$ cat config.mk
export PLATFORM = sky130hd
export DESIGN_NAME = line_edit_buffer_flat
export DESIGN_NICKNAME = d
export VERILOG_FILES = /design/src/rtl/leb_pkg.sv /design/src/rtl/leb_if.sv /design/src/rtl/line_edit_buffer.sv /design/src/rtl/leb_ram.sv /design/src/flat_wrapper.sv
export SDC_FILE = /design/constraint.sdc
export NUM_CORES = 2
export LEC_CHECK = 0
export ABC_AREA = 1
export BUFFER_PORTS_ARGS = -buffer_cell sky130_fd_sc_hd__buf_4
export CELL_PAD_IN_SITES_DETAIL_PLACEMENT = 1
export CELL_PAD_IN_SITES_GLOBAL_PLACEMENT = 1
export CORE_ASPECT_RATIO = 0.6
export CORE_MARGIN = 2
export CORE_UTILIZATION = 46
export DETAILED_ROUTE_END_ITERATION = 6
export PLACE_DENSITY = 0.84
export SLEW_MARGIN = 20
export SYNTH_ARGS = -nofsm -noshare
export SYNTH_HDL_FRONTEND = slang
export SYNTH_SLANG_ARGS = --single-unit
$ cat constraint.sdc
create_clock -name clk -period 5.49 [get_ports clk]
set_clock_uncertainty 0.1 [all_clocks]
set_input_delay 1.647 -clock clk [delete_from_list [all_inputs] [get_ports clk]]
set_output_delay 1.647 -clock clk [all_outputs]
set_load 0.02 [all_outputs]
$ cat src/rtl/leb_pkg.sv
`default_nettype none

package leb_pkg;

    // Line geometry
    localparam int LINE_MAX = 256;
    localparam int ADDR_W   = $clog2(LINE_MAX);
    localparam int LEN_W    = ADDR_W + 1;
    localparam int POS_W    = 9;
    localparam int CNT_W    = 16;

    // Request codes
    localparam logic [2:0] REQ_LEFT   = 3'd0;
    localparam logic [2:0] REQ_RIGHT  = 3'd1;
    localparam logic [2:0] REQ_BKSPC  = 3'd2;
    localparam logic [2:0] REQ_DEL    = 3'd3;
    localparam logic [2:0] REQ_INSERT = 3'd4;
    localparam logic [2:0] REQ_READ   = 3'd5;

    typedef struct packed {
        logic [2:0] req_type;
        logic [7:0] char_in;
        logic [7:0] read_index;
    } req_t;

    typedef struct packed {
        logic             applied;
        logic [POS_W-1:0] cursor_pos;
        logic [POS_W-1:0] line_len;
        logic             dirty_flag;
        logic [CNT_W-1:0] delete_total;
        logic [7:0]       read_byte;
    } rsp_t;

endpackage

`default_nettype wire

$ cat src/rtl/leb_if.sv
`default_nettype none

// Request channel
interface leb_req_if;
    logic          valid;
    logic          ready;
    leb_pkg::req_t data;

    modport source (output valid, output data, input ready);
    modport sink (input valid, input data, output ready);
endinterface

// Result channel
interface leb_rsp_if;
    logic          valid;
    logic          ready;
    leb_pkg::rsp_t data;

    modport source (output valid, output data, input ready);
    modport sink (input valid, input data, output ready);
endinterface

`default_nettype wire

$ cat src/rtl/line_edit_buffer.sv
`default_nettype none

// Channel  Dir  Handshake      Payload
// req      in   valid/ready    req_type, char_in, read_index
// rsp      out  valid/ready    applied, cursor_pos, line_len, dirty_flag,
//                              delete_total, read_byte
//
// Moves, refusals and reads past the line end go straight to the result state;
// a read inside it passes the RAM read state first. Insert and erase move one
// stored byte per cycle through the line RAM before the result state.
// Next request is taken once the previous result sits in the output register.
// rst_n clears cursor, length, dirty mark and delete count; the RAM is not cleared.
// A stalled result holds in the output register; a finished item waits for it.
module line_edit_buffer (
    input  wire logic clk,
    input  wire logic rst_n,
    leb_req_if.sink   req,
    leb_rsp_if.source rsp
);

    localparam int AW = leb_pkg::ADDR_W;
    localparam int LW = leb_pkg::LEN_W;

    localparam logic [1:0] ST_IDLE  = 2'd0;
    localparam logic [1:0] ST_SHIFT = 2'd1;
    localparam logic [1:0] ST_READ  = 2'd2;
    localparam logic [1:0] ST_RESP  = 2'd3;

    logic [1:0]                 state_reg;
    logic [LW-1:0]              cursor_reg;
    logic [LW-1:0]              length_reg;
    logic                       dirty_reg;
    logic [leb_pkg::CNT_W-1:0]  del_cnt_reg;

    // per-item working registers
    logic                       ok_reg;
    logic [7:0]                 rd_reg;
    logic [7:0]                 ch_reg;
    logic                       up_reg;
    logic [LW-1:0]              src_reg;
    logic [LW-1:0]              bound_reg;
    logic                       pend_valid_reg;
    logic [AW-1:0]              pend_addr_reg;

    logic                       out_valid_reg;
    leb_pkg::rsp_t              out_data_reg;

    // RAM port signals
    logic                       ram_we;
    logic [AW-1:0]              ram_waddr;
    logic [7:0]                 ram_wdata;
    logic                       ram_re;
    logic [AW-1:0]              ram_raddr;
    logic [7:0]                 ram_rdata;

    logic                       in_fire;
    logic                       issue;
    logic                       shift_done;
    logic                       out_free;
    logic [AW-1:0]              shift_raddr;
    logic [AW-1:0]              shift_waddr;
    logic [1:0]                 fire_state;

    assign req.ready = (state_reg == ST_IDLE);
    assign in_fire   = req.valid && req.ready;
    assign out_free  = !out_valid_reg || rsp.ready;
    assign rsp.valid = out_valid_reg;
    assign rsp.data  = out_data_reg;

    // Shift sequencing: read one byte, write it one place over next cycle
    always_comb
    begin
        if (up_reg)
        begin
            issue       = (src_reg > bound_reg);
            shift_raddr = AW'(src_reg - LW'(1));
            shift_waddr = AW'(src_reg);
        end
        else
        begin
            issue       = (src_reg < bound_reg);
            shift_raddr = AW'(src_reg);
            shift_waddr = AW'(src_reg - LW'(1));
        end
        if (state_reg != ST_SHIFT)
        begin
            issue = 1'b0;
        end
        shift_done = (state_reg == ST_SHIFT) && !issue && !pend_valid_reg;
    end

    // State entered by an accepted request
    always_comb
    begin
        fire_state = ST_RESP;
        case (req.data.req_type)
            leb_pkg::REQ_BKSPC:
            begin
                if (cursor_reg != '0)
                begin
                    fire_state = ST_SHIFT;
                end
            end
            leb_pkg::REQ_DEL:
            begin
                if (cursor_reg < length_reg)
                begin
                    fire_state = ST_SHIFT;
                end
            end
            leb_pkg::REQ_INSERT:
            begin
                if (length_reg < LW'(leb_pkg::LINE_MAX))
                begin
                    fire_state = ST_SHIFT;
                end
            end
            leb_pkg::REQ_READ:
            begin
                if ({{(LW-8){1'b0}}, req.data.read_index} < length_reg)
                begin
                    fire_state = ST_READ;
                end
            end
            default:
            begin
            end
        endcase
    end

    // RAM access selection
    always_comb
    begin
        ram_re    = 1'b0;
        ram_raddr = shift_raddr;
        ram_we    = 1'b0;
        ram_waddr = pend_addr_reg;
        ram_wdata = ram_rdata;
        if (in_fire && (req.data.req_type == leb_pkg::REQ_READ))
        begin
            ram_re    = 1'b1;
            ram_raddr = AW'(req.data.read_index);
        end
        else if (issue)
        begin
            ram_re = 1'b1;
        end
        if (pend_valid_reg)
        begin
            ram_we = 1'b1;
        end
        else if (shift_done && up_reg)
        begin
            ram_we    = 1'b1;
            ram_waddr = AW'(bound_reg);
            ram_wdata = ch_reg;
        end
    end

    leb_ram #(
        .WIDTH (8),
        .DEPTH (leb_pkg::LINE_MAX)
    ) u_line_ram (
        .clk   (clk),
        .we    (ram_we),
        .waddr (ram_waddr),
        .wdata (ram_wdata),
        .re    (ram_re),
        .raddr (ram_raddr),
        .rdata (ram_rdata)
    );

    // Control and line state
    always_ff @(posedge clk or negedge rst_n)
    begin
        if (!rst_n)
        begin
            state_reg      <= ST_IDLE;
            cursor_reg     <= '0;
            length_reg     <= '0;
            dirty_reg      <= 1'b0;
            del_cnt_reg    <= '0;
            pend_valid_reg <= 1'b0;
            out_valid_reg  <= 1'b0;
        end
        else
        begin
            // output register: loads on leaving ST_RESP, clears when taken
            if ((state_reg == ST_RESP) && out_free)
            begin
                out_valid_reg <= 1'b1;
            end
            else if (rsp.ready)
            begin
                out_valid_reg <= 1'b0;
            end
            case (state_reg)
                ST_IDLE:
                begin
                    if (in_fire)
                    begin
                        state_reg <= fire_state;
                        case (req.data.req_type)
                            leb_pkg::REQ_LEFT:
                            begin
                                if (cursor_reg != '0)
                                begin
                                    cursor_reg <= cursor_reg - LW'(1);
                                end
                            end
                            leb_pkg::REQ_RIGHT:
                            begin
                                if (cursor_reg < length_reg)
                                begin
                                    cursor_reg <= cursor_reg + LW'(1);
                                end
                            end
                            leb_pkg::REQ_BKSPC:
                            begin
                                if (cursor_reg != '0)
                                begin
                                    cursor_reg <= cursor_reg - LW'(1);
                                    length_reg <= length_reg - LW'(1);
                                    dirty_reg  <= 1'b1;
                                    if (del_cnt_reg != '1)
                                    begin
                                        del_cnt_reg <= del_cnt_reg + leb_pkg::CNT_W'(1);
                                    end
                                end
                            end
                            leb_pkg::REQ_DEL:
                            begin
                                if (cursor_reg < length_reg)
                                begin
                                    length_reg <= length_reg - LW'(1);
                                    dirty_reg  <= 1'b1;
                                    if (del_cnt_reg != '1)
                                    begin
                                        del_cnt_reg <= del_cnt_reg + leb_pkg::CNT_W'(1);
                                    end
                                end
                            end
                            leb_pkg::REQ_INSERT:
                            begin
                                if (length_reg < LW'(leb_pkg::LINE_MAX))
                                begin
                                    cursor_reg <= cursor_reg + LW'(1);
                                    length_reg <= length_reg + LW'(1);
                                    dirty_reg  <= 1'b1;
                                end
                            end
                            default:
                            begin
                            end
                        endcase
                    end
                end
                ST_SHIFT:
                begin
                    pend_valid_reg <= issue;
                    if (shift_done)
                    begin
                        state_reg <= ST_RESP;
                    end
                end
                ST_READ:
                begin
                    state_reg <= ST_RESP;
                end
                ST_RESP:
                begin
                    if (out_free)
                    begin
                        state_reg <= ST_IDLE;
                    end
                end
                default:
                begin
                    state_reg <= ST_IDLE;
                end
            endcase
        end
    end

    // Per-item datapath registers
    always_ff @(posedge clk)
    begin
        if (in_fire)
        begin
            ch_reg <= req.data.char_in;
            rd_reg <= 8'd0;
            case (req.data.req_type)
                leb_pkg::REQ_LEFT:
                begin
                    ok_reg <= (cursor_reg != '0);
                end
                leb_pkg::REQ_RIGHT:
                begin
                    ok_reg <= (cursor_reg < length_reg);
                end
                leb_pkg::REQ_BKSPC:
                begin
                    ok_reg    <= (cursor_reg != '0);
                    up_reg    <= 1'b0;
                    src_reg   <= cursor_reg;
                    bound_reg <= length_reg;
                end
                leb_pkg::REQ_DEL:
                begin
                    ok_reg    <= (cursor_reg < length_reg);
                    up_reg    <= 1'b0;
                    src_reg   <= cursor_reg + LW'(1);
                    bound_reg <= length_reg;
                end
                leb_pkg::REQ_INSERT:
                begin
                    ok_reg    <= (length_reg < LW'(leb_pkg::LINE_MAX));
                    up_reg    <= 1'b1;
                    src_reg   <= length_reg;
                    bound_reg <= cursor_reg;
                end
                default:
                begin
                    ok_reg <= 1'b0;
                end
            endcase
        end
        if (issue)
        begin
            src_reg       <= up_reg ? (src_reg - LW'(1)) : (src_reg + LW'(1));
            pend_addr_reg <= shift_waddr;
        end
        if (state_reg == ST_READ)
        begin
            rd_reg <= ram_rdata;
        end
        if ((state_reg == ST_RESP) && out_free)
        begin
            out_data_reg.applied      <= ok_reg;
            out_data_reg.cursor_pos   <= leb_pkg::POS_W'(cursor_reg);
            out_data_reg.line_len     <= leb_pkg::POS_W'(length_reg);
            out_data_reg.dirty_flag   <= dirty_reg;
            out_data_reg.delete_total <= del_cnt_reg;
            out_data_reg.read_byte    <= rd_reg;
        end
    end

    // Checks
    a_cursor_in_line: assert property (@(posedge clk) disable iff (!rst_n)
        cursor_reg <= length_reg)
        else $error("cursor beyond line end");

    a_length_bound: assert property (@(posedge clk) disable iff (!rst_n)
        length_reg <= LW'(leb_pkg::LINE_MAX))
        else $error("line length beyond capacity");

    a_pend_in_shift: assert property (@(posedge clk) disable iff (!rst_n)
        pend_valid_reg |-> (state_reg == ST_SHIFT))
        else $error("shift write pending outside shift");

    a_no_write_on_read: assert property (@(posedge clk) disable iff (!rst_n)
        (state_reg == ST_READ) |-> !ram_we)
        else $error("RAM write during byte read");

endmodule

`default_nettype wire

$ cat src/rtl/leb_ram.sv
`default_nettype none

// Simple dual-port RAM, one write and one registered read port
module leb_ram #(
    parameter int WIDTH = 8,
    parameter int DEPTH = 256
) (
    input  wire logic                     clk,
    input  wire logic                     we,
    input  wire logic [$clog2(DEPTH)-1:0] waddr,
    input  wire logic [WIDTH-1:0]         wdata,
    input  wire logic                     re,
    input  wire logic [$clog2(DEPTH)-1:0] raddr,
    output logic      [WIDTH-1:0]         rdata
);

    logic [WIDTH-1:0] mem [DEPTH];

    always_ff @(posedge clk)
    begin
        if (we)
        begin
            mem[waddr] <= wdata;
        end
        if (re)
        begin
            rdata <= mem[raddr];
        end
    end

endmodule

`default_nettype wire

$ cat src/flat_wrapper.sv
// flat-port wrapper written by rule: the top's interface ports become plain ports
module line_edit_buffer_flat 
  (clk, rst_n, req_valid, req_data, req_ready, rsp_valid, rsp_data, rsp_ready);
  leb_req_if req_i ();
  leb_rsp_if rsp_i ();
  input  wire logic clk;
  input  wire logic rst_n;
  input wire logic [$bits(req_i.valid)-1:0] req_valid;
  input wire logic [$bits(req_i.data)-1:0] req_data;
  output wire logic [$bits(req_i.ready)-1:0] req_ready;
  output wire logic [$bits(rsp_i.valid)-1:0] rsp_valid;
  output wire logic [$bits(rsp_i.data)-1:0] rsp_data;
  input wire logic [$bits(rsp_i.ready)-1:0] rsp_ready;
  assign req_i.valid = req_valid;
  assign req_i.data = req_data;
  assign req_ready = req_i.ready;
  assign rsp_valid = rsp_i.valid;
  assign rsp_data = rsp_i.data;
  assign rsp_i.ready = rsp_ready;
  line_edit_buffer u_core (.clk(clk), .rst_n(rst_n), .req(req_i), .rsp(rsp_i));
endmodule
==> reports/metrics.yaml <==
layout_setup_ws_ps: 247
slew_viol_final: 0
min_from: "u_core.rd_reg[6]"
worstMarginPinSlew_ps: 1220
critPathCaptureType: "register"
avgSynthCellArea_um2: 10.3
antenna_found_initial: 14
drc: 0
fin_nets: 9529
path_common_cell: "nand2_1"
io_pins: 69
core_region_area_mm2: 0.207
dieHeight_um: 358
max_cap_violations: 0
area_growth_pct: 12.9
slowest_delay_ps: 640
dp_hpwl_um: 209000
ys_seq_area_frac: 0.680
r2r_start: "u_core.src_reg[2]"
sw_frac_of_total: 0.402
fillerInstances: 22200
p_leak_nw: 44.7
placementRows: 129
firstDrtPassIters: 6
ir_worst_vdd_uv: 536
cts_buffer_depth: 4
setup_viol: 0
yosysMostFrequentCell: "nand2_1"
drtIter0Drc: 10600
synth_top_cell_area_share: 0.670
synth_seq_cells: 2183
p_total_mw: 56.9
routabilityCongestion: 0.911
internal-power_mw: 34.0
syn_area_mm2: 0.0961
dp_slack_ps: -242
regArea_mm2: 0.0654
synth-edff-count: 2144
min_path_cells: 0
synth_cell_types: 48
hold_viol: 0
synth_compound_area_frac: 0.0175
synth_common_cells: "nand2_1 (2525), edfxtp_1 (2144), nand3_1 (1794)"
gr-total-overflow: 0
wl_per_cell_um: 27.2
multiInputGateArea_mm2: 0.0230
yosys.area.top_type: "edfxtp_1"
yosys.area_share.simple: 0.208
status: "complete, no violations"
synthesis.instances: 9326
clkPwrFrac: 0.255
crit_chain: "ha_1 > nand2_1 > nor2_1 > nand2_1 > or2_1 > nand3_1 > nand2_1 > nand2_1 > nand4_4 > inv_2 > nor2_1 > inv_2 > nand3_2 > buf_12 > nor2_1"
hold_end: "u_core.rsp.data[6]"
period_share: 0.955
pwr-share-comb: 0.370
die-area_mm2: 0.213
die_w_um: 594
globalRouteTotalUtil: 0.312
fin_crit_ps: 5240
powerDensity_mw_per_mm2: 524
slew_headroom: 0.184
synth_top_family_by_area: "simple AND/OR/NAND/NOR gates"
grt_start_max_net_pins: 129
cts_setup_buffers: 0
clock.fmax_mhz: 191
cts_root_buffer: "clkbuf_16"
p_switching_mw: 22.9
r2r_cells: 15
synthTopCellsByArea: "edfxtp_1 (67%), nand2_1 (9.9%), nand3_1 (9.3%)"
drive_gt1_frac: 0.0801
crit_family: "simple AND/OR/NAND/NOR gates"
hold_class: "reg2reg"
num_vias: 73200
clock_latency_ps: 900
htree_levels: 4
regToRegSetupSlack_ps: 250
worst-path-buf-inv: 3
crit_fanout: 25
postSynth.asyncResetShare: 0.0179
wl_um: 337000
ant_nets: 0
largest_reg_flops: 2048
slowest_stage: "nor2_1"
ys_warn_count: 0
cts-hold-fix-buffers: 0
cts.sinks: 2183
start_util: 0.465
via_per_inst: 5.92
syn_nets: 9401
arrival_ps: 5650
rsz0062_at_grt: "no"
synth_fa_ha_area_frac: 0.00685
cts_resized: 0
grt_pass1_vias: 76400
synth_top_flop_cell: "edfxtp_1"
cts.clk_slew.worst_paths_ps: 70
fin_area_mm2: 0.109
path_class: "reg2reg"
worstPathRequired_ps: 5900
grt_pass1_wl_um: 494000
synthMuxAreaShare: 0
cts_buffers: 202
tritoncts: "yes"
rr_endpoint: "u_core.u_line_ram.mem[45][3]"
dpl-instance-area_mm2: 0.102
critPathLaunchType: "register"
port_buffers: 68
seqPwrFrac: 0.376
synth-xor-area-share: 0.00374
[layout by cell type (no fill, tap or decap), types with 9 or more instances in the layout]
| master | n |
|---|---|
| nand2_1 | 2511 |
| bufinv_16 | 22 |
| xor2_1 | 34 |
| diode_2 | 10 |
| edfxtp_1 | 2144 |
| clkinv_1 | 46 |
| dfrtp_1 | 39 |
| a21oi_1 | 27 |
| buf_12 | 90 |
| nor3_1 | 14 |
| nand3_1 | 1784 |
| nor2_1 | 297 |
| o211ai_1 | 69 |
| clkbuf_1 | 45 |
| inv_1 | 1590 |
| buf_4 | 330 |
| clkinv_2 | 27 |
| nand3_2 | 14 |
| o21ai_0 | 147 |
| ha_1 | 51 |
| inv_2 | 9 |
| clkbuf_16 | 207 |
[worst register-to-register path, delay by kind of cell, from the launching register on]
kind | cells | cell delay [ps]
adder cells (fa/ha/maj) | 1 | 400
AND/OR/NAND/NOR | 11 | 2640
flip-flops | 1 | 580
buffers and inverters | 3 | 1140
[final cells by class]
type	count	area share
Sequential cell	2183	0.602
Antenna cell	10	0.000231
Tap cell	2751	0.0317
Clock buffer	256	0.0498
Timing Repair Buffer	420	0.0394
Multi-Input combinational cell	5046	0.212
Inverter	1601	0.0554
Clock inverter	105	0.00972
[worst max path at each step]
stage	from	to	slack, ps	depth (start not counted)
floorplan	rsp_ready	u_core.rsp.data[0]	1100	2
global placement	req_data[18]	u_core.u_line_ram.rdata[1]	-200	16
detailed placement	req_data[18]	u_core.u_line_ram.rdata[1]	-240	16
CTS	u_core.src_reg[6]	u_core.u_line_ram.mem[124][0]	370	15
global route	u_core.src_reg[6]	u_core.u_line_ram.mem[60][0]	40	15
finish	u_core.src_reg[2]	u_core.u_line_ram.mem[45][3]	250	15
[kinds of logic (layout without fill, tap and decap cells)]
logic type,after synthesis,after routing
AOI/OAI and AO/OA,279,279
xor gates and xnor gates,41,41
adders and majority gates,52,52
buffers and inverters,2097,2382
DFF,2183,2183
other,0,10
and+or+nand+nor,4674,4674
[stage by stage]
stage	cells	TNS (ps)	hold slack, ps	utilization
CTS	12400	0	336	0.524
global route	12400	0	344	0.524
detailed placement	12000	-580	317	0.493
finish	12400	0	332	0.525
floorplan	9326	0	300	-
global placement	12000	-262	313	0.493
[power by group through the flow]
stage	Sequential [mW]	Combinational, mW	Clock (mW)
2_1_floorplan	22.0	10.4	0
3_3_place_gp	21.7	19.0	0
3_5_place_dp	21.7	20.0	0
4_1_cts	21.3	20.3	14.5
5_1_grt	21.4	22.0	15.1
6_report	21.4	21.0	14.5
[per-layer routing]
metal	vias to the layer above	wire [µm]	global-route usage
met5	-	116	0
met4	14	16100	0.141
li1	30900	-	-
met1	36700	130000	0.416
met3	936	41700	0.0875
met2	4647	149000	0.478
Power figures use the tool's default switching activity.
